===== config.mk =====
export PLATFORM = sky130hd
export DESIGN_NAME = stream_find_and_replace
export DESIGN_NICKNAME = d
export VERILOG_FILES = /design/src/rtl/sfr_pkg.sv /design/src/rtl/sfr_window.sv /design/src/rtl/stream_find_and_replace.sv
export VERILOG_INCLUDE_DIRS = /design/src /design/src/rtl
export SDC_FILE = /design/constraint.sdc
export NUM_CORES = 1
export LEC_CHECK = 0
export BUFFER_PORTS_ARGS = -buffer_cell sky130_fd_sc_hd__buf_2
export CORE_MARGIN = 2
export CORE_UTILIZATION = 31
export DETAILED_ROUTE_END_ITERATION = 10
export SETUP_SLACK_MARGIN = 0.4
export SLEW_MARGIN = 20
export SYNTH_ARGS = -nofsm -noshare
export SYNTH_HDL_FRONTEND = slang
export SYNTH_SLANG_ARGS = --single-unit

===== constraint.sdc =====
create_clock -name clk -period 11.9 [get_ports clk]
set_input_delay 0 -clock clk [delete_from_list [all_inputs] [get_ports clk]]
set_output_delay 0 -clock clk [all_outputs]
set_load 0.02 [all_outputs]

===== src/rtl/stream_find_and_replace_defines.svh =====
// Assertion helpers for the stream find-and-replace block.
// The asserting module supplies clk and rst.
`ifndef STREAM_FIND_AND_REPLACE_DEFINES_SVH
`define STREAM_FIND_AND_REPLACE_DEFINES_SVH

// Same-cycle implication.
`define SFR_ASSERT_IMPLY(lbl, ante, cons) \
  lbl: assert property (@(posedge clk) disable iff (rst) (ante) |-> (cons)) \
    else $error("stream_find_and_replace: same-cycle check failed");

// Next-cycle implication.
`define SFR_ASSERT_NEXT(lbl, ante, cons) \
  lbl: assert property (@(posedge clk) disable iff (rst) (ante) |=> (cons)) \
    else $error("stream_find_and_replace: next-cycle check failed");

`endif


===== src/rtl/sfr_pkg.sv =====
`timescale 1ns / 1ps
package sfr_pkg;

  localparam int MAX_PATTERN_DEF     = 8;
  localparam int MAX_REPLACEMENT_DEF = 8;
  localparam int LEN_W               = 4;
  localparam int INDEX_W             = 3;
  localparam int CFG_W               = 64;

  typedef logic [LEN_W-1:0] len_t;

  typedef enum logic [INDEX_W-1:0] {
    REG_PATTERN_BYTES      = 3'd0,
    REG_PATTERN_LENGTH     = 3'd1,
    REG_REPLACEMENT_BYTES  = 3'd2,
    REG_REPLACEMENT_LENGTH = 3'd3
  } reg_index_t;

  // Outcome of one input word: how many result words it makes, and
  // whether it closes the text.
  typedef struct packed {
    len_t count;
    logic last;
  } step_t;

  function automatic int max2(input int a, input int b);
    return (a > b) ? a : b;
  endfunction

endpackage


===== src/rtl/sfr_window.sv =====
`timescale 1ns / 1ps
module sfr_window #(
  parameter int MAX_PATTERN     = sfr_pkg::MAX_PATTERN_DEF,
  parameter int MAX_REPLACEMENT = sfr_pkg::MAX_REPLACEMENT_DEF
) (
  input  logic                  clk,
  input  logic                  rst,
  input  logic                  clear,
  input  logic                  step,
  input  logic [7:0]            data_byte,
  input  logic                  last_in,
  input  logic [63:0]           pattern_bytes,
  input  sfr_pkg::len_t         plen,
  input  logic [63:0]           replacement_bytes,
  input  sfr_pkg::len_t         rlen,
  output sfr_pkg::step_t        info,
  output logic [sfr_pkg::max2(MAX_PATTERN, MAX_REPLACEMENT)-1:0][7:0] result_bytes
);

  localparam int BUF = sfr_pkg::max2(MAX_PATTERN, MAX_REPLACEMENT);

  logic [7:0]    win      [MAX_PATTERN];
  logic [7:0]    wn       [MAX_PATTERN];
  logic [7:0]    wn_shift [MAX_PATTERN];
  sfr_pkg::len_t cnt;
  sfr_pkg::len_t cnt_base;
  sfr_pkg::len_t cnt_inc;
  logic          full;
  logic          match;

  always_comb begin
    cnt_base = (cnt >= plen) ? '0 : cnt;
    cnt_inc  = cnt_base + 1'b1;
    // Drop the new word into the first free slot.
    for (int i = 0; i < MAX_PATTERN; i++) begin
      wn[i] = (sfr_pkg::len_t'(i) == cnt_base) ? data_byte : win[i];
    end
    for (int i = 0; i < MAX_PATTERN - 1; i++) begin
      wn_shift[i] = wn[i+1];
    end
    wn_shift[MAX_PATTERN-1] = wn[MAX_PATTERN-1];
    full  = (cnt_inc == plen);
    match = full;
    for (int i = 0; i < MAX_PATTERN; i++) begin
      if ((sfr_pkg::len_t'(i) < plen) && (wn[i] != pattern_bytes[i*8 +: 8])) begin
        match = 1'b0;
      end
    end
    for (int i = 0; i < BUF; i++) begin
      result_bytes[i] = match ? replacement_bytes[i*8 +: 8] : 8'h00;
    end
    // On a miss the results are the window itself, oldest first.
    for (int i = 0; i < MAX_PATTERN; i++) begin
      if (!match) begin
        result_bytes[i] = wn[i];
      end
    end
    if (match) begin
      info.count = rlen;
    end else if (last_in) begin
      info.count = cnt_inc;
    end else if (full) begin
      info.count = sfr_pkg::len_t'(1);
    end else begin
      info.count = '0;
    end
    info.last = last_in;
  end

  always_ff @(posedge clk) begin
    if (rst || clear) begin
      cnt <= '0;
    end else if (step) begin
      if (match || last_in) begin
        cnt <= '0;
      end else if (full) begin
        cnt <= cnt_inc - 1'b1;
      end else begin
        cnt <= cnt_inc;
      end
    end
    if (step) begin
      for (int i = 0; i < MAX_PATTERN; i++) begin
        win[i] <= (full && !match) ? wn_shift[i] : wn[i];
      end
    end
  end

endmodule


===== src/rtl/stream_find_and_replace.sv =====
// First result word comes in the cycle after the input word is accepted.
// Throughput: one input word per cycle while each makes at most one result
// and out_ready is high; a word that makes more holds the input until its last
// word is taken from the result shift buffer, one word per ready cycle.
// Reset (rst, synchronous, active high): empties the window and the result
// buffer and restores the configuration registers; no clearing pass.
`timescale 1ns / 1ps
`include "stream_find_and_replace_defines.svh"
module stream_find_and_replace #(
  parameter int MAX_PATTERN     = sfr_pkg::MAX_PATTERN_DEF,
  parameter int MAX_REPLACEMENT = sfr_pkg::MAX_REPLACEMENT_DEF
) (
  input  logic                        clk,
  input  logic                        rst,
  input  logic                        cfg_we,
  input  logic [sfr_pkg::INDEX_W-1:0] cfg_index,
  input  logic [sfr_pkg::CFG_W-1:0]   cfg_data,
  input  logic                        in_valid,
  output logic                        in_ready,
  input  logic [7:0]                  data_byte,
  input  logic                        last_in,
  output logic                        out_valid,
  input  logic                        out_ready,
  output logic [7:0]                  out_byte,
  output logic                        has_byte,
  output logic                        out_last
);

  localparam int BUF = sfr_pkg::max2(MAX_PATTERN, MAX_REPLACEMENT);

  logic [63:0]    pattern_bytes;
  sfr_pkg::len_t  pattern_length;
  logic [63:0]    replacement_bytes;
  sfr_pkg::len_t  replacement_length;
  sfr_pkg::len_t  plen;
  sfr_pkg::len_t  rlen;
  logic           pattern_clear;

  sfr_pkg::step_t         info;
  logic [BUF-1:0][7:0]    result_bytes;
  logic [BUF-1:0][7:0]    obuf;
  sfr_pkg::len_t          rem;
  logic                   marker;
  logic                   last_flag;
  logic                   accept;
  logic                   load;
  logic                   pop;

  always_ff @(posedge clk) begin
    if (rst) begin
      pattern_bytes      <= '0;
      pattern_length     <= sfr_pkg::len_t'(1);
      replacement_bytes  <= '0;
      replacement_length <= '0;
    end else if (cfg_we) begin
      unique case (sfr_pkg::reg_index_t'(cfg_index))
        sfr_pkg::REG_PATTERN_BYTES:      pattern_bytes      <= cfg_data;
        sfr_pkg::REG_PATTERN_LENGTH:     pattern_length     <= cfg_data[3:0];
        sfr_pkg::REG_REPLACEMENT_BYTES:  replacement_bytes  <= cfg_data;
        sfr_pkg::REG_REPLACEMENT_LENGTH: replacement_length <= cfg_data[3:0];
        default: ;
      endcase
    end
  end

  assign pattern_clear = cfg_we &&
                         (cfg_index == sfr_pkg::INDEX_W'(sfr_pkg::REG_PATTERN_LENGTH));

  // Clamp lengths: zero pattern acts as one, oversize acts as the maximum.
  always_comb begin
    if (pattern_length == '0) begin
      plen = sfr_pkg::len_t'(1);
    end else if (pattern_length > sfr_pkg::len_t'(MAX_PATTERN)) begin
      plen = sfr_pkg::len_t'(MAX_PATTERN);
    end else begin
      plen = pattern_length;
    end
    if (replacement_length > sfr_pkg::len_t'(MAX_REPLACEMENT)) begin
      rlen = sfr_pkg::len_t'(MAX_REPLACEMENT);
    end else begin
      rlen = replacement_length;
    end
  end

  assign in_ready = (rem == '0) || ((rem == sfr_pkg::len_t'(1)) && out_ready);
  assign accept   = in_valid && in_ready;
  assign load     = accept && ((info.count != '0) || info.last);
  assign pop      = out_valid && out_ready;

  sfr_window #(
    .MAX_PATTERN     (MAX_PATTERN),
    .MAX_REPLACEMENT (MAX_REPLACEMENT)
  ) u_window (
    .clk               (clk),
    .rst               (rst),
    .clear             (pattern_clear),
    .step              (accept),
    .data_byte         (data_byte),
    .last_in           (last_in),
    .pattern_bytes     (pattern_bytes),
    .plen              (plen),
    .replacement_bytes (replacement_bytes),
    .rlen              (rlen),
    .info              (info),
    .result_bytes      (result_bytes)
  );

  always_ff @(posedge clk) begin
    if (rst) begin
      rem <= '0;
    end else if (load) begin
      rem <= (info.count == '0) ? sfr_pkg::len_t'(1) : info.count;
    end else if (pop) begin
      rem <= rem - 1'b1;
    end
    if (load) begin
      obuf      <= result_bytes;
      marker    <= (info.count == '0);
      last_flag <= info.last;
    end else if (pop) begin
      // Advance to the next queued word.
      for (int i = 0; i < BUF - 1; i++) begin
        obuf[i] <= obuf[i+1];
      end
    end
  end

  assign out_valid = (rem != '0);
  assign out_byte  = marker ? 8'h00 : obuf[0];
  assign has_byte  = !marker;
  assign out_last  = last_flag && (rem == sfr_pkg::len_t'(1));

  `SFR_ASSERT_IMPLY(a_hold_input, rem > sfr_pkg::len_t'(1), !in_ready)
  `SFR_ASSERT_IMPLY(a_rem_bound, 1'b1, rem <= sfr_pkg::len_t'(BUF))
  `SFR_ASSERT_NEXT(a_last_gives_word, accept && last_in, out_valid)
  `SFR_ASSERT_IMPLY(a_marker_is_last, out_valid && !has_byte, out_last)

endmodule


* Word-level counts from Yosys, hierarchy flattened
Memory sizes are Yosys's and may differ from the RTL's. Index checks and enable logic that the tools add are counted.
Cells by class: add/subtract/negate cells 3, magnitude comparators 11, equality and inequality tests 20, mux-type cells 48, reduce and logical (&&, ||, !) cells 33
Operator list (count):
- 8-bit 2-to-1 mux | 24
- 56-bit 2-to-1 mux | 2
- 8-bit != test | 8
- 4-bit 2-to-1 mux | 11
- 3-bit by 4-bit equality test with 1-bit output, first input constant | 4
- 4-bit logical NOT | 4
- 3-bit by 4-bit < comparator with 1-bit output, first input constant | 4
- 1-bit logical AND | 15
- 1-bit 2-to-1 mux | 11
- 2-bit by 4-bit equality test with 1-bit output, first input constant | 2
- 4-bit > comparator, second input constant | 2
- 1-bit by 4-bit < comparator with 1-bit output, first input constant | 2
- 2-bit by 4-bit < comparator with 1-bit output, first input constant | 2
- 2-bit AND reduction | 4
- 4-bit nonzero test | 2
- 4-bit by 1-bit subtractor with 4-bit output, second input constant | 2
- 3-bit by 2-bit equality test with 1-bit output, second input constant | 2
- 4-bit by 1-bit adder with 4-bit output, second input constant | 1
- 1-bit by 4-bit equality test with 1-bit output, first input constant | 1
- 4-bit by 1-bit equality test with 1-bit output, second input constant | 1
- 4-bit equality test | 1
- 4-bit greater-or-equal comparator | 1
- 1-bit logical OR | 4
- 3-bit by 1-bit equality test with 1-bit output, second input constant | 1
- 3 further kinds | 4
Word-level totals: register bits 210, memory bits (writable) 64, bits of input ports 81, memories kept 1
Memories:
- u_window.win | depth 8, width 8, rd ports 8, clocked after memory_dff 0, write ports 8, line sfr_window.sv:22 | logic [7:0] win [MAX_PATTERN];

* Logic depth before layout (Yosys ltp)
word-level depth 22, mapped depth 24

* Modules after synthesis
From an unflattened synthesis, not the netlist that was laid out.
Unflattened totals: cells, all modules 1517, area total of the unflattened synthesis 14061.0 um^2
By module, submodules not included:
- stream_find_and_replace | instances 1, cells an instance 771, area each 7756.2 um^2
- sfr_window | instances 1, cells an instance 746, area each 6304.8 um^2

* Least setup slack after synthesis
Ideal clock, no wire load.
path kind register to register, start register pattern_length[2], end register obuf[0] (netlist bit) (enable), arrival 5116 ps, required time 11263 ps, setup slack 6147 ps, stages on the path, launching flop included 21, path buffers 2, path through dfxtp_1 -> clkbuf_1 -> nor2_1 -> nor2_1 -> nor2_1 -> ha_1 -> nor3b_2 -> o21a_1 -> nand2_1 -> inv_1 -> ha_1 -> inv_1 -> clkbuf_1 -> o311a_1 -> xnor2_1 -> nor4_1 -> nand4_1 -> o32ai_2 -> and4_1 -> or2_2 -> nand2_1
Between the ends: cells in the longest elaborated chain, start to end 22
RTL lines:
- start, declared | line stream_find_and_replace.sv:32 | sfr_pkg::len_t pattern_length;
- start signal, assigned | line stream_find_and_replace.sv:52 | pattern_length <= sfr_pkg::len_t'(1);
- start signal, assigned | line stream_find_and_replace.sv:58 | sfr_pkg::REG_PATTERN_LENGTH: pattern_length <= cfg_data[3:0];
- 4-bit > comparator | line stream_find_and_replace.sv:73 | end else if (pattern_length > sfr_pkg::len_t'(MAX_PATTERN)) begin
- 4-bit 2-to-1 mux | line stream_find_and_replace.sv:73
- 4-bit 2-to-1 mux * | line stream_find_and_replace.sv:71 | if (pattern_length == '0) begin
- branches (longest 14 deep; another with 4-bit greater-or-equal comparator)
- 4-bit 2-to-1 mux * | line sfr_window.sv:58 | if (match) begin
- 4-bit nonzero test * | line stream_find_and_replace.sv:87 | assign load = accept && ((info.count != '0) || info.last);
- 1-bit logical OR * | line stream_find_and_replace.sv:87
- 1-bit logical AND * | line stream_find_and_replace.sv:87
- 2-bit nonzero test (no source line) *
- end signal, assigned | line stream_find_and_replace.sv:117 | obuf <= result_bytes;
- end signal, assigned by index | line stream_find_and_replace.sv:123 | obuf[i] <= obuf[i+1];
- end, declared | line stream_find_and_replace.sv:41 | logic [BUF-1:0][7:0] obuf;
Every way passes the cells marked *. A chain may end at the register's enable or synchronous reset.

* Worst setup path in the final report
start register pattern_length[3], end register obuf[5] (netlist bit), data pin
Between the ends: cells in the longest elaborated chain, start to end 22
RTL lines:
- 4-bit > comparator | line stream_find_and_replace.sv:73
- 4-bit 2-to-1 mux | line stream_find_and_replace.sv:73
- 4-bit 2-to-1 mux * | line stream_find_and_replace.sv:71
- branches (longest 18 deep; another with 4-bit greater-or-equal comparator)
- 56-bit 2-to-1 mux * | line stream_find_and_replace.sv:116 | if (load) begin
Marked as above.

==> impl.org <==
** Floorplan
- Horizontal die dimension :: 218 µm
- Die area :: 47700 µm²
- The core region is 45400 µm².
- Y dimension of the die :: 218 µm
- The initial utilization of the core area, before any placement, comes to 0.314.
- The initialized floorplan defines 78 standard-cell rows.
- Ports :: 93

** Flow run
- Across the run, the number of max-cap violations was 0.

** Clocking
- TritonCTS built the clock tree.
- Cell at the root of the clock tree :: sky130_fd_sc_hd__clkbuf_16
- The clock reaches the later pin of the worst-skew pair after 0.58 ns.
- Maximum count of clock buffers along a single path :: 3
- Cts repair resizes :: 0
- The number of setup buffers added after CTS is 0.
- Hold repair after CTS inserted 81 buffers.
- Clock-pin slew was measured on the worst setup and hold paths at 0.06 ns.
- Total CTS buffers :: 31
- Total number of clock tree sinks :: 274
- CTS built an H-tree with a depth of 1.

** Global routing
- Number of global-route vias before repair :: 11716
- For this run, the total global-route usage over all layers was measured as 0.184.
- First-pass GRT wire length :: 68600 µm
- The initial antenna violation count is 0.
- Total overflow reported by the global router :: 0
- Largest net degree at the start of global routing :: 80

** Yosys
- Of all flip-flops after synthesis, the portion carrying an async set or reset was 0.
- Number of unique standard cell types used by synthesis :: 73
- Of the total synthesized cell area, the portion taken by AND, OR, NAND and NOR gates is 0.152.
- Most area-consuming cells after synthesis :: sky130_fd_sc_hd__edfxtp_1 27%, sky130_fd_sc_hd__dfxtp_1 20%, sky130_fd_sc_hd__nand2_1 8.5%
- A synthesized cell averages 9.26 µm².
- XOR/XNOR share of the synthesized area :: 0.0369
- Largest area contributor in the synthesized netlist :: sky130_fd_sc_hd__edfxtp_1
- Synthesized-area fraction occupied by adder cells :: 0.00878
- Combined area of all synthesized cells :: 14300 µm²
- Post-synthesis mux area share :: 0.117
- Main combinational cell family by area after synthesis :: compound AO/OA/AOI/OAI gates
- Post-synth top cells :: 322 x sky130_fd_sc_hd__nand2_1, 189 x sky130_fd_sc_hd__a21oi_1, 144 x sky130_fd_sc_hd__dfxtp_1, 130 x sky130_fd_sc_hd__edfxtp_1, 88 x sky130_fd_sc_hd__inv_1
- For this run, the number of Yosys warnings is 0.
- In this run, synthesis produced a sequential element count of 274.
- The synthesized design contains 130 enable-type register cells.
- Yosys top cell area share :: 0.274
- Number of instances in the synthesized netlist :: 1540
- The share of the synthesized area in compound gates (AO/OA/AOI/OAI) is 0.153.
- When the netlist entered floorplanning its net count stood at 1631.
- Most used flip-flop cell after synthesis :: sky130_fd_sc_hd__dfxtp_1
- Most frequently used cell type in the post-synthesis netlist :: sky130_fd_sc_hd__nand2_1
- Of the synthesized area, sequential elements account for 0.476.

** Drt
- Total via count in the routed design :: 11908
- Number of nets with antenna violations after detailed routing :: 0
- Met2 Wirelength :: 20600 µm
- In the final routed layout, each cell accounts on average for 19.4 µm.
- Met3 wire length :: 2500 µm
- Violation count after the first detailed-routing iteration :: 1036
- After detailed routing, the number of remaining DRC violations is 0.
- Wire length on met1 :: 20300 µm
- Highest metal layer with signal wires :: met4
- Drt total wl :: 44400 µm
- After detailed routing, the number of vias per cell comes to 5.20.
- Before antenna repair, the detailed router went through 7 iterations.

** Final layout
- For this run, the number of standard cells in the final layout without fillers is 2292.
- Once layout is complete, the utilization of the core stands at 0.376.
- Summing all multi-input logic gate instances after layout gives 6710 µm².
- After routing the design area is 17100 µm².
- Number of fillers in the final layout :: 4569
- The net count of the finished layout is 1760.
- Diodes inserted :: 0
- Area growth from synthesis to layout :: 19.6%
- Of the cells placed in the final design, the portion with a size suffix greater than 1 is 0.119.
- Register area :: 6790 µm²

** Worst setup path
- STA puts the critical path data arrival time at 7.51 ns.
- Startpoint Class :: flop
- First element of the critical path :: pattern_length[3]
- STA classifies the critical path endpoint as a flop.
- Worst Reg-to-Reg Cells :: 19
- Delay of the slowest cell on the worst path :: 0.69 ns
- Crit path top cell by count :: sky130_fd_sc_hd__inv_1
- Largest driver fanout on the critical path :: 44
- Start-to-end type of the worst setup path :: flop to flop
- In this run the critical register-to-register path is captured at obuf[5].
- Buf+Inv Stages, Crit Path :: 5
- Startpoint of the lowest-slack register-to-register path :: pattern_length[3]
- The kind of cell with the highest combined delay along the critical path is compound AO/OA/AOI/OAI gates.
- STA puts the critical path data required time at 12.22 ns.
- Cell count along the critical path :: 19
- The slowest stage of the critical path belongs to the cell sky130_fd_sc_hd__a31oi_1.
- Capture point of the critical path :: obuf[5]
- Worst reg2reg setup slack :: 4.71 ns
- The critical path goes through inv_1 > nand2_1 > ha_1 > o211ai_2 > buf_4 > o21a_1 > nand2_1 > inv_1 > ha_1 > inv_1 > o311a_1 > xnor2_1 > nor4_1 > a21oi_1 > a31oi_1 > nand3_4 > buf_4 > mux2_1 > mux2_2.

** Power
- Post-route total power :: 2.63 mW
- Across the VDD grid, the largest voltage drop is 125 µV.
- For this design the ratio of total power to cell area is 154 nW/µm².
- Summed over all cells, the static leakage comes to 5.91 nW.

** STA
- Count of endpoints failing setup in the final report :: 0
- Once routing completed, OpenROAD measured the worst setup slack at 4.71 ns.
- For the pin with the worst max-slew slack, the measured transition is 1.04 ns.
- Measured against its own limit, the worst slew margin works out to 0.307.
- The smallest clock period supported by the final layout is computed as 7.19 ns.
- Final slew viol count :: 0
- Summed over all failing endpoints, the final setup total negative slack is 0 ns.
- Fin crit share :: 0.604
- Final Hold Violating Endpoints :: 0
- For the final database, setup skew stands at 0.0213 ns.
- Final hold analysis gives a worst-case slack of 0.0381 ns.
- Setup repair after global routing missed its margin :: false
- Based on the critical path, the design can be clocked at up to 0.139 GHz.

** Place
- Detailed placement HPWL :: 30100 µm
- Number of placed instances with taps included :: 2155
- Port buffering added 92 buffers.
- In this run the cell area measured after placement is 15200 µm².
- Worst slack at placement :: 4.81 ns
- Routability-driven placement finished with a final weighted congestion of 0.878.

** Hold path
- Min-Delay Path Depth :: 3
- Hold crit path type :: input port to flop

** Outcome
- Status :: finished, final reports clean
worst min-delay path by stage:
stage            startpoint                     to  slack (ns)
6_report       data_byte[0]    u_window.win[1][24]        0.04
5_1_grt        data_byte[2]    u_window.win[1][26]        0.05
4_1_cts        data_byte[0]    u_window.win[1][24]        0.01
3_5_place_dp   cfg_data[51]  replacement_bytes[51]        0.26
3_3_place_gp   cfg_data[41]  replacement_bytes[41]        0.25
2_1_floorplan       last_in              last_flag         0.1
registers in the layout, summed over array words and instances (netlist names):
| register | count |
|---|---|
| u_window.win | 64 |
| last_flag | 1 |
| pattern_bytes | 64 |
| replacement_length | 4 |
| pattern_length | 4 |
| rem | 4 |
| marker | 1 |
| replacement_bytes | 64 |
| obuf | 64 |
| u_window.cnt | 4 |
cell families (layout without fill, tap and decap cells):
logic type | count (synthesis) | count (layout)
AO/OA/AOI/OAI | 339 | 339
AND/OR/NAND/NOR | 505 | 505
adder cells (fa/ha/maj) | 10 | 10
buffers and inverters | 195 | 347
multiplexers | 157 | 157
flip-flops | 274 | 274
XOR/XNOR | 60 | 60
cells in the final DEF, fill, tap and decap left out, drive strengths merged, types with 3 or more instances in the layout:
cell	instances
clkbuf	46
xnor2	30
or2	3
o22ai	4
nand2	322
a21oi	189
buf	116
xor2	30
a2111oi	3
mux2i	84
o311a	16
nor2	71
edfxtp	130
o2111ai	26
mux2	73
o211ai	6
nor3	27
clkinv	12
and3	4
nand4	8
dfxtp	144
o311ai	10
a221oi	19
and2	7
nor4	12
inv	91
nor2b	19
o32ai	3
o211a	3
or3	4
o21ai	25
a31o	3
a22oi	3
dlygate4sd3	81
a31oi	7
ha	10
nand3	18
layer usage:
layer,vias to the layer above,GRT usage
li1,5712,-
met1,5767,0.252
met5,-,0
met2,365,0.304
met3,64,0.0241
met4,0,0.0469
power by group:
part	switching (mW)	internal, mW	total, mW	leakage, nW
combinational	0.356	0.160	0.516	3.31
sequential	0.0371	1.13	1.17	2.10
clock	0.396	0.547	0.943	0.493
area by class of cell:
type / count / share of cell area
clock buffer: 46 / 0.0555
clock inverter: 10 / 0.00323
inverter: 94 / 0.0207
multi-input combinational: 1071 / 0.393
sequential: 274 / 0.398
tap: 600 / 0.0440
timing repair buffer: 197 / 0.0853
tightest hold or removal path: stages:
cell                      delay (ns)
sky130_fd_sc_hd__buf_2          0.27
sky130_fd_sc_hd__a21oi_1        0.15
sky130_fd_sc_hd__inv_1          0.07
(Power assumes the default switching activity.)
